[src/hdl/gcoin_pkg.sv]
`timescale 1ns / 1ps
// ----------------------------------------------------------------------------
// Greedy coin change package
// Field widths, the denomination table and the controller interface types.
// ----------------------------------------------------------------------------
package gcoin_pkg;

	localparam int AMOUNT_IN_BITS = 24;
	localparam int VALUE_BITS     = 16;
	localparam int COUNT_BITS     = 24;
	localparam int NUM_DENOM      = 15;
	localparam int DENOM_IDX_BITS = 4;

	localparam logic [VALUE_BITS-1:0]     FIRST_DENOM = 16'd50000;
	localparam logic [DENOM_IDX_BITS-1:0] LAST_IDX    = 4'(NUM_DENOM - 1);

	typedef struct packed {
		logic                      load;
		logic                      mul;
		logic                      first;
		logic                      step;
		logic [DENOM_IDX_BITS-1:0] idx;
	} cmd_t;

	typedef struct packed {
		logic rest_zero;
	} sts_t;

	function automatic logic [VALUE_BITS-1:0] denom_value(input logic [DENOM_IDX_BITS-1:0] idx);
		logic [VALUE_BITS-1:0] v;
		unique case (idx)
			4'd0:    v = 16'd50000;
			4'd1:    v = 16'd20000;
			4'd2:    v = 16'd10000;
			4'd3:    v = 16'd5000;
			4'd4:    v = 16'd2000;
			4'd5:    v = 16'd1000;
			4'd6:    v = 16'd500;
			4'd7:    v = 16'd200;
			4'd8:    v = 16'd100;
			4'd9:    v = 16'd50;
			4'd10:   v = 16'd20;
			4'd11:   v = 16'd10;
			4'd12:   v = 16'd5;
			4'd13:   v = 16'd2;
			4'd14:   v = 16'd1;
			default: v = 16'd0;
		endcase
		return v;
	endfunction

endpackage

[src/hdl/gcoin_ctrl.sv]
`timescale 1ns / 1ps
// ----------------------------------------------------------------------------
// Greedy coin change controller
// Sequences the load, the quotient multiply and one step per denomination until the rest is zero.
// ----------------------------------------------------------------------------
module gcoin_ctrl
	import gcoin_pkg::*;
(
	input  logic clk,
	input  logic arst_n,
	input  logic start,
	input  sts_t sts,
	output cmd_t cmd,
	output logic busy
);

	localparam logic [1:0] ST_IDLE  = 2'd0;
	localparam logic [1:0] ST_MUL   = 2'd1;
	localparam logic [1:0] ST_FIRST = 2'd2;
	localparam logic [1:0] ST_STEP  = 2'd3;

	logic [1:0]                state_q;
	logic [1:0]                state_d;
	logic [DENOM_IDX_BITS-1:0] idx_q;
	logic [DENOM_IDX_BITS-1:0] idx_d;

	always_comb begin
		state_d   = state_q;
		idx_d     = idx_q;
		cmd.load  = 1'b0;
		cmd.mul   = 1'b0;
		cmd.first = 1'b0;
		cmd.step  = 1'b0;
		cmd.idx   = idx_q;
		unique case (state_q)
			ST_IDLE: begin
				if (start) begin
					cmd.load = 1'b1;
					state_d  = ST_MUL;
				end
			end
			ST_MUL: begin
				cmd.mul = 1'b1;
				state_d = ST_FIRST;
			end
			ST_FIRST: begin
				cmd.first = 1'b1;
				idx_d     = 4'd1;
				state_d   = sts.rest_zero ? ST_IDLE : ST_STEP;
			end
			ST_STEP: begin
				cmd.step = 1'b1;
				if (sts.rest_zero || idx_q == LAST_IDX) begin
					state_d = ST_IDLE;
				end else begin
					idx_d = idx_q + 4'd1;
				end
			end
			default: state_d = ST_IDLE;
		endcase
	end

	always_ff @(posedge clk or negedge arst_n) begin
		if (!arst_n) begin
			state_q <= ST_IDLE;
			idx_q   <= '0;
		end else begin
			state_q <= state_d;
			idx_q   <= idx_d;
		end
	end

	assign busy = (state_q != ST_IDLE);

endmodule

[src/hdl/gcoin_datapath.sv]
`timescale 1ns / 1ps
// ----------------------------------------------------------------------------
// Greedy coin change datapath
// Holds the remaining amount and running total and registers each result.
// ----------------------------------------------------------------------------
module gcoin_datapath
	import gcoin_pkg::*;
#(
	parameter int AMOUNT_BITS = 24
) (
	input  logic                      clk,
	input  logic                      arst_n,
	input  cmd_t                      cmd,
	input  logic [AMOUNT_IN_BITS-1:0] amount_cents,
	output sts_t                      sts,
	output logic                      result_strobe,
	output logic [VALUE_BITS-1:0]     coin_value,
	output logic [COUNT_BITS-1:0]     coin_count,
	output logic [COUNT_BITS-1:0]     coins_so_far,
	output logic                      last
);

	localparam int SHIFT      = AMOUNT_BITS + 16;
	localparam int RECIP_BITS = AMOUNT_BITS + 1;
	localparam int QUOT_BITS  = AMOUNT_BITS - 15;
	localparam int PROD_BITS  = AMOUNT_BITS + RECIP_BITS;
	localparam int EXT_BITS   = (AMOUNT_BITS > AMOUNT_IN_BITS) ? AMOUNT_BITS : AMOUNT_IN_BITS;
	localparam logic [63:0] RECIP_FULL =
		((64'd1 << SHIFT) + 64'(FIRST_DENOM) - 64'd1) / 64'(FIRST_DENOM);
	localparam logic [RECIP_BITS-1:0] RECIP = RECIP_FULL[RECIP_BITS-1:0];

	logic [AMOUNT_BITS-1:0]  rest_q;
	logic [QUOT_BITS-1:0]    quot_q;
	logic [COUNT_BITS-1:0]   total_q;
	logic [EXT_BITS-1:0]     amount_ext;
	logic [PROD_BITS-1:0]    product;
	logic [AMOUNT_BITS:0]    sub_first;
	logic [AMOUNT_BITS:0]    rest_wide;
	logic [AMOUNT_BITS:0]    coin_wide;
	logic [AMOUNT_BITS:0]    coin_twice;
	logic [1:0]              step_count;
	logic [AMOUNT_BITS:0]    step_sub;
	logic [VALUE_BITS-1:0]   coin;
	logic [AMOUNT_BITS-1:0]  rest_new;
	logic [COUNT_BITS-1:0]   count_sel;
	logic [VALUE_BITS-1:0]   value_sel;
	logic                    emit;

	assign amount_ext = EXT_BITS'(amount_cents);
	assign product    = PROD_BITS'(rest_q) * PROD_BITS'(RECIP);
	assign sub_first  = (AMOUNT_BITS + 1)'(quot_q) * (AMOUNT_BITS + 1)'(FIRST_DENOM);

	assign coin       = denom_value(cmd.idx);
	assign rest_wide  = {1'b0, rest_q};
	assign coin_wide  = (AMOUNT_BITS + 1)'(coin);
	assign coin_twice = coin_wide << 1;

	always_comb begin
		if (rest_wide >= coin_twice) begin
			step_count = 2'd2;
			step_sub   = coin_twice;
		end else if (rest_wide >= coin_wide) begin
			step_count = 2'd1;
			step_sub   = coin_wide;
		end else begin
			step_count = 2'd0;
			step_sub   = '0;
		end
	end

	always_comb begin
		if (cmd.first) begin
			rest_new  = rest_q - sub_first[AMOUNT_BITS-1:0];
			count_sel = COUNT_BITS'(quot_q);
			value_sel = (quot_q != '0) ? FIRST_DENOM : '0;
			emit      = (quot_q != '0) || (rest_q == '0);
		end else begin
			rest_new  = rest_q - step_sub[AMOUNT_BITS-1:0];
			count_sel = COUNT_BITS'(step_count);
			value_sel = coin;
			emit      = cmd.step && (step_count != 2'd0);
		end
	end

	assign sts.rest_zero = (rest_new == '0);

	always_ff @(posedge clk) begin
		if (cmd.load) begin
			rest_q  <= amount_ext[AMOUNT_BITS-1:0];
			total_q <= '0;
		end else if (cmd.first || cmd.step) begin
			rest_q  <= rest_new;
			total_q <= total_q + count_sel;
		end
		if (cmd.mul) begin
			quot_q <= product[SHIFT+QUOT_BITS-1:SHIFT];
		end
		if (emit) begin
			coin_value   <= value_sel;
			coin_count   <= count_sel;
			coins_so_far <= total_q + count_sel;
			last         <= sts.rest_zero;
		end
	end

	always_ff @(posedge clk or negedge arst_n) begin
		if (!arst_n) begin
			result_strobe <= 1'b0;
		end else begin
			result_strobe <= emit;
		end
	end

endmodule

[src/hdl/greedy_coin_change.sv]
`timescale 1ns / 1ps
// Results follow a taken request after the reciprocal multiply, at most one per cycle.
// A request keeps busy high through the reciprocal multiply, the largest denomination and one
// step per further denomination until the remaining amount reaches zero or the last
// denomination is done, and a new request is taken only once busy is low again.
// Results cannot be held off by the receiver; each strobe lasts a single cycle.
// Reset clears the controller and the result strobe; payload registers are not reset.
// ----------------------------------------------------------------------------
// Greedy coin change
// Splits an amount in cents greedily over the euro denominations.
// ----------------------------------------------------------------------------
module greedy_coin_change
	import gcoin_pkg::*;
#(
	parameter int AMOUNT_BITS = 24
) (
	input  logic                      clk,
	input  logic                      arst_n,
	input  logic                      start,
	output logic                      busy,
	input  logic [AMOUNT_IN_BITS-1:0] amount_cents,
	output logic                      result_strobe,
	output logic [VALUE_BITS-1:0]     coin_value,
	output logic [COUNT_BITS-1:0]     coin_count,
	output logic [COUNT_BITS-1:0]     coins_so_far,
	output logic                      last
);

	cmd_t cmd;
	sts_t sts;
	logic ctrl_busy;

	gcoin_ctrl u_ctrl (
		.clk    (clk),
		.arst_n (arst_n),
		.start  (start),
		.sts    (sts),
		.cmd    (cmd),
		.busy   (ctrl_busy)
	);

	gcoin_datapath #(
		.AMOUNT_BITS (AMOUNT_BITS)
	) u_datapath (
		.clk           (clk),
		.arst_n        (arst_n),
		.cmd           (cmd),
		.amount_cents  (amount_cents),
		.sts           (sts),
		.result_strobe (result_strobe),
		.coin_value    (coin_value),
		.coin_count    (coin_count),
		.coins_so_far  (coins_so_far),
		.last          (last)
	);

	assign busy = ctrl_busy;

endmodule

[config.mk]
export PLATFORM = sky130hd
export DESIGN_NAME = greedy_coin_change
export DESIGN_NICKNAME = d
export VERILOG_FILES = /design/src/hdl/gcoin_pkg.sv /design/src/hdl/gcoin_ctrl.sv /design/src/hdl/gcoin_datapath.sv /design/src/hdl/greedy_coin_change.sv
export SDC_FILE = /design/constraint.sdc
export NUM_CORES = 1
export LEC_CHECK = 0
export ABC_AREA = 1
export BUFFER_PORTS_ARGS = -buffer_cell sky130_fd_sc_hd__clkbuf_2
export CORE_UTILIZATION = 35
export CTS_CLUSTER_DIAMETER = 100
export DETAILED_ROUTE_END_ITERATION = 8
export PLACE_DENSITY_LB_ADDON = 0.12
export SETUP_SLACK_MARGIN = 0.1
export SLEW_MARGIN = 30
export SYNTH_ARGS = -nofsm -noshare
export SYNTH_HDL_FRONTEND = slang
export SYNTH_SLANG_ARGS = --single-unit
[constraint.sdc]
create_clock -name clk -period 10.5 [get_ports clk]
set_clock_uncertainty 0.15 [all_clocks]
set_input_delay 1.05 -clock clk [delete_from_list [all_inputs] [get_ports clk]]
set_output_delay 1.05 -clock clk [all_outputs]
set_load 0.005 [all_outputs]
Yosys cells after proc, flatten, opt, wreduce, memory -nomap -nowiden

Memory sizes are Yosys's and may differ from the RTL's.
Index checks and enable logic that the tools add are counted.

Flip-flop bits (word level): 129
Bits in latches: 0
Bits in writable memories: 0
Memory bits (read-only): 256
Bits of input ports: 27
Output and inout bits: 67
Logic and storage cells: 62
Memories kept: 1

Add/sub/neg operators: 4
$mul: 2
Div/mod/pow operators: 0
Order comparisons: 2
Eq/ne operators: 7
Shift-type cells: 0
Muxes and demuxes: 22
Bitwise logic cells: 0
Reduce and logical (&&, ||, !) cells: 14

Memories:

| memory          | depth | bits a word | rd ports | clocked after Yosys merged registers in | write ports | line            | source |
|---|---|---|---|---|---|---|---|
| (no name shown) | 16    | 16          | 1        | 0                                       | 0           | gcoin_pkg.sv:31 | `unique case (idx)` |

Operator list:

| operator                                                              | number |
|---|---|
| 24-bit 2-to-1 mux                                                     | 3 |
| 24-bit by 25-bit multiplier with 49-bit output, second input constant | 1 |
| 24-bit zero test                                                      | 2 |
| 16-bit 2-to-1 mux                                                     | 3 |
| 24-bit by 9-bit adder with 24-bit output                              | 1 |
| 24-bit by 16-bit >= comparator with 1-bit output                      | 1 |
| 24-bit by 17-bit >= comparator with 1-bit output                      | 1 |
| 24-bit by 17-bit subtractor with 24-bit output                        | 1 |
| 24-bit subtractor                                                     | 1 |
| 9-bit by 12-bit multiplier with 20-bit output, second input constant  | 1 |
| 17-bit 2-to-1 mux                                                     | 1 |
| 9-bit 2-to-1 mux                                                      | 1 |
| 9-bit nonzero test                                                    | 1 |
| 2-bit 2-to-1 mux                                                      | 4 |
| 2-bit case mux with 4 select lines                                    | 1 |
| 4-bit case mux with 2 select lines                                    | 1 |
| 2-bit nonzero test                                                    | 4 |
| 1-bit 2-to-1 mux                                                      | 7 |
| 4-bit by 1-bit adder with 4-bit output, second input constant         | 1 |
| 2-bit equality test, second input constant                            | 2 |
| 4-bit equality test, second input constant                            | 1 |
| 4-bit 2-to-1 mux                                                      | 1 |
| 2-bit != test, second input constant                                  | 2 |
| 2-bit AND reduction                                                   | 2 |
| other kinds (5)                                                       | 7 |

Depth between registers and ports, before layout

An unclocked memory read counts as a cell.

Depth in word-level cells: 10
Gate-level depth with buffers: 40
Mapped depth without buffers: 39

Modules after synthesis

From an unflattened synthesis, not the netlist that was laid out.

Cell total of the unflattened synthesis: 2,626
Area total of the unflattened synthesis: 21,553.2 um^2

Modules (own cells, without submodules):

| module         | times used | cells each | area an instance (um^2) | seq. area each (um^2) |
|---|---|---|---|---|
| gcoin_datapath | 1          | 2,580      | 21,189.1                | 2,997.9 |
| gcoin_ctrl     | 1          | 46         | 364.1                   | 150.1 |

Least setup slack after synthesis

OpenSTA, ideal clock, no wires.

Path kind: flip-flop to flip-flop
Start: register u_datapath.rest_q[3]
End: register u_datapath.quot_q[8] (data pin)
Library setup time: 264 ps
Arrival time: 5,577 ps
Required time: 10,086 ps
Path slack: 4,510 ps
Cell stages (with the launch flop): 22
Buffers on the path: 0
Clock period less this slack: 5,990 ps
Cells stage by stage: edfxtp_1 > fa_1 > inv_1 > fa_1 > inv_1 > fa_1 > fa_1 > inv_1 > fa_1 > fa_1 > inv_1 > fa_1 > ha_1 > nand2_1 > nor2_1 > inv_1 > nor2_1 > a21boi_0 > o31ai_1 > nand3_1 > a31oi_1 > xor2_1

Cells in the longest elaborated chain, start to end: 1

Ends and longest elaborated chain:

| what                                           | line                 | source |
|---|---|---|
| from (decl)                                    | gcoin_datapath.sv:32 | `logic [AMOUNT_BITS-1:0] rest_q;` |
| from (signal assigned)                         | gcoin_datapath.sv:89 | `rest_q <= amount_ext[AMOUNT_BITS-1:0];` |
| from (signal assigned)                         | gcoin_datapath.sv:92 | `rest_q <= rest_new;` |
| 24-bit by 25-bit multiplier with 49-bit output | gcoin_datapath.sv:50 | `assign product = PROD_BITS'(rest_q) * PROD_BITS'(RECIP);` |
| net u_datapath.product[48]                     | gcoin_datapath.sv:36 | `logic [PROD_BITS-1:0] product;` |
| to (signal assigned)                           | gcoin_datapath.sv:96 | `quot_q <= product[SHIFT+QUOT_BITS-1:SHIFT];` |
| to (decl)                                      | gcoin_datapath.sv:33 | `logic [QUOT_BITS-1:0] quot_q;` |

The timed path passes the listed nets, and every way through them passes these cells.
A chain may end at the register's enable or synchronous reset.

Worst setup path in the final report

Start: register u_datapath.rest_q[19]
End: register u_datapath.quot_q[1] (data pin)

Same word-level chain as after synthesis.

==> metrics.yaml <==
run_status:
  outcome: "finished, final reports clean"
setup_path:
  cp_max_fo: 10
  cp-start-kind: "register"
  worstPathCellList: "inv_1 > ha_1 > fa_1 > fa_1 > fa_1 > inv_1 > fa_1 > inv_1 > fa_1 > fa_1 > ha_1 > nand2_1 > nor2_1 > inv_1 > nor4_1 > nand4_1 > nand3_1 > xor2_1"
  path_common_cell: "fa_1"
  cp_slowest_cell: "edfxtp_1"
  worstPathArrival_ps: 7620
  crit_required_ps: 10550
  crit_family: "adder cells"
  critPathBufInv: 4
  critPathKind: "reg -> reg"
  crit_path_end_kind: "register"
  critPathMaxStageDelay_ps: 790
global_routing:
  overflow: 0
  grt_pass1_vias: 17900
  grt_first_pass_wirelength_um: 106000
  antenna_found_initial: 2
  grt_max_degree: 43
  grt_usage: 0.228
job:
  maxCapViolations: 0
die:
  io_pins: 94
  die_area_mm2: 0.0618
  initial_utilization: 0.353
  dieWidth_um: 249
  die_h_um: 249
  num_rows: 90
  core_mm2: 0.0602
sta:
  fmax_ghz: 0.132
  hold_violations: 0
  drv_slew: 0
  tightestPinTransition_ps: 987
  setup_tns_ps: 0
  fin_crit_ps: 7570
  setup-violations-final: 0
  slew_headroom: 0.335
  rsz0062_at_grt: "false"
  finalCritPeriodShare: 0.721
  worst_slack_ps: 2930
detailed_routing:
  num_vias: 17000
  routedWlPerCell_um: 19.6
  finalWirelength_um: 67800
  viasPerCell: 4.89
  drc_errors: 0
  drt_iter0_markers: 916
  firstDrtPassIters: 7
  drtAntennaViolNets: 0
clock_network:
  clock_path_buffers: 2
  clock-sinks: 114
  cts_setup_buffers: 0
  clock-root-buffer: "clkbuf_16"
  ctsHoldBuffers: 0
  cts_resized: 0
  tritoncts: "yes"
  htree_levels: 4
  clock_latency_ps: 480
  cts_buffers: 17
  path_clk_slew_ps: 60
synth:
  ys_types: 52
  synth-seq-cells: 114
  avgSynthCellArea_um2: 8.26
  ys.flop_type: "edfxtp_1"
  postSynthCellCount: 2577
  synth-seq-area-share: 0.148
  synth_area_mm2: 0.0213
  ys_warn_count: 0
  synth_edf_count: 83
  synthArstFlopShare: 0.0614
place:
  gp_congestion: 0.929
  portBuffers: 78
  dp_hpwl_um: 57700
  dp_slack_ps: 2990
layout:
  fin_util: 0.386
  syn_to_final_growth_pct: 9.40
  fillers: 6181
  nets: 3347
  seqCellArea_mm2: 0.00315
  antenna_cells: 0
  multi_input_area_mm2: 0.0157
  drive_gt1_frac: 0.0748
worst_hold_path:
  hp-class: "in -> async"
logic make-up after synthesis:
group | Yosys count | synth area share
buffers and inverters | 633 | 0.115
flip-flops | 114 | 0.148
other | 1 | 0.000176
adder cells (fa/ha/maj) | 646 | 0.467
AO/OA/AOI/OAI | 273 | 0.0723
XOR/XNOR | 49 | 0.0202
AND/OR/NAND/NOR | 861 | 0.177
worst paths after layout:
check                                  startpoint                      to  slack (ps)  depth (start not counted)
min in group clk           u_datapath.total_q[23]  u_datapath.total_q[23]         320                          2
max in group asynchronous                  arst_n         u_ctrl.idx_q[0]        9780                          1
min                                        arst_n         u_ctrl.idx_q[2]         250                          1
min reg2reg                u_datapath.total_q[23]  u_datapath.total_q[23]         320                          2
max                         u_datapath.rest_q[19]    u_datapath.quot_q[1]        2930                         18
max reg2reg                 u_datapath.rest_q[19]    u_datapath.quot_q[1]        2930                         18
Yosys cell counts, types with 4 or more instances:
cell type / instances / area (um2)
nor2_1: 163 / 612
nor3_1: 23 / 115
ha_1: 400 / 5000
xor2_1: 37 / 324
a21oi_1: 104 / 521
and3_1: 4 / 25.0
inv_2: 14 / 52.6
a211oi_1: 6 / 45.0
edfxtp_1: 83 / 2490
a22o_1: 8 / 70.1
fa_1: 246 / 4920
nand4_1: 36 / 225
nand3_2: 5 / 50.1
dfrtp_1: 7 / 175
inv_1: 582 / 2180
nand3b_1: 7 / 52.6
dfxtp_1: 24 / 480
nand2_1: 450 / 1690
a22oi_1: 10 / 75.1
a31oi_1: 16 / 100
o21ai_1: 5 / 25.0
a21o_1: 6 / 45.0
o21a_1: 4 / 30.0
nand3_1: 117 / 586
o21bai_1: 4 / 30.0
buf_4: 18 / 135
o21ai_0: 95 / 475
nor2_4: 6 / 67.6
nor2_2: 11 / 68.8
nand2_2: 19 / 119
clkbuf_1: 12 / 45.0
xnor2_1: 12 / 105
nor4_1: 8 / 50.1
layout make-up:
cell class / instances / area share
Sequential cell: 114 / 0.135
Clock inverter: 15 / 0.00785
Multi-Input combinational cell: 1844 / 0.676
Inverter: 597 / 0.0963
Tap cell: 782 / 0.0420
Clock buffer: 17 / 0.0183
Timing Repair Buffer: 100 / 0.0239
per-stage QoR:
stage | instance area (um2) | hold WS (ps) | std cells
finish | 23300 | 255 | 3469
global route | 23300 | 252 | 3469
CTS | 23300 | 217 | 3469
detailed placement | 22700 | 307 | 3437
global placement | 22700 | 301 | 3437
floorplan | 21300 | 288 | 2591
metal layers:
layer | track usage | share of wire | vias to the layer above | routed length [um]
met5 | 0 | 0 | - | 0
met4 | 0.0610 | 0.019 | 0 | 1310
met3 | 0.0222 | 0.028 | 62 | 1900
met2 | 0.406 | 0.50 | 317 | 34100
met1 | 0.295 | 0.45 | 8200 | 30500
li1 | - | - | 8389 | -
layout by cell type (no fill, tap or decap), drive strengths merged, types with 16 or more instances in the layout:
cell type / synthesis / final
buf: 24 / 22
nor3: 26 / 26
a21oi: 104 / 104
edfxtp: 83 / 83
inv: 596 / 598
nand4: 36 / 36
nand3: 124 / 124
xor2: 37 / 37
ha: 400 / 400
nand2: 469 / 469
o21ai: 101 / 101
a31oi: 16 / 16
dfxtp: 24 / 24
fa: 246 / 246
clkbuf: 12 / 95
nor2: 180 / 180
sequential cells by signal, indices dropped and copies added (netlist names):
signal and flops:
u_datapath.total_q 24, u_datapath.quot_q 9, u_datapath.rest_q 24, u_ctrl.idx_q 4, u_datapath.coins_so_far 24, u_datapath.result_strobe 1
u_ctrl.state_q 2, u_datapath.coin_value 16, u_datapath.last 1, u_datapath.coin_count 9
Power is left out: the tool's default activity adds up to more than one toggle a clock period on the data nets, which glitch-free logic cannot reach.
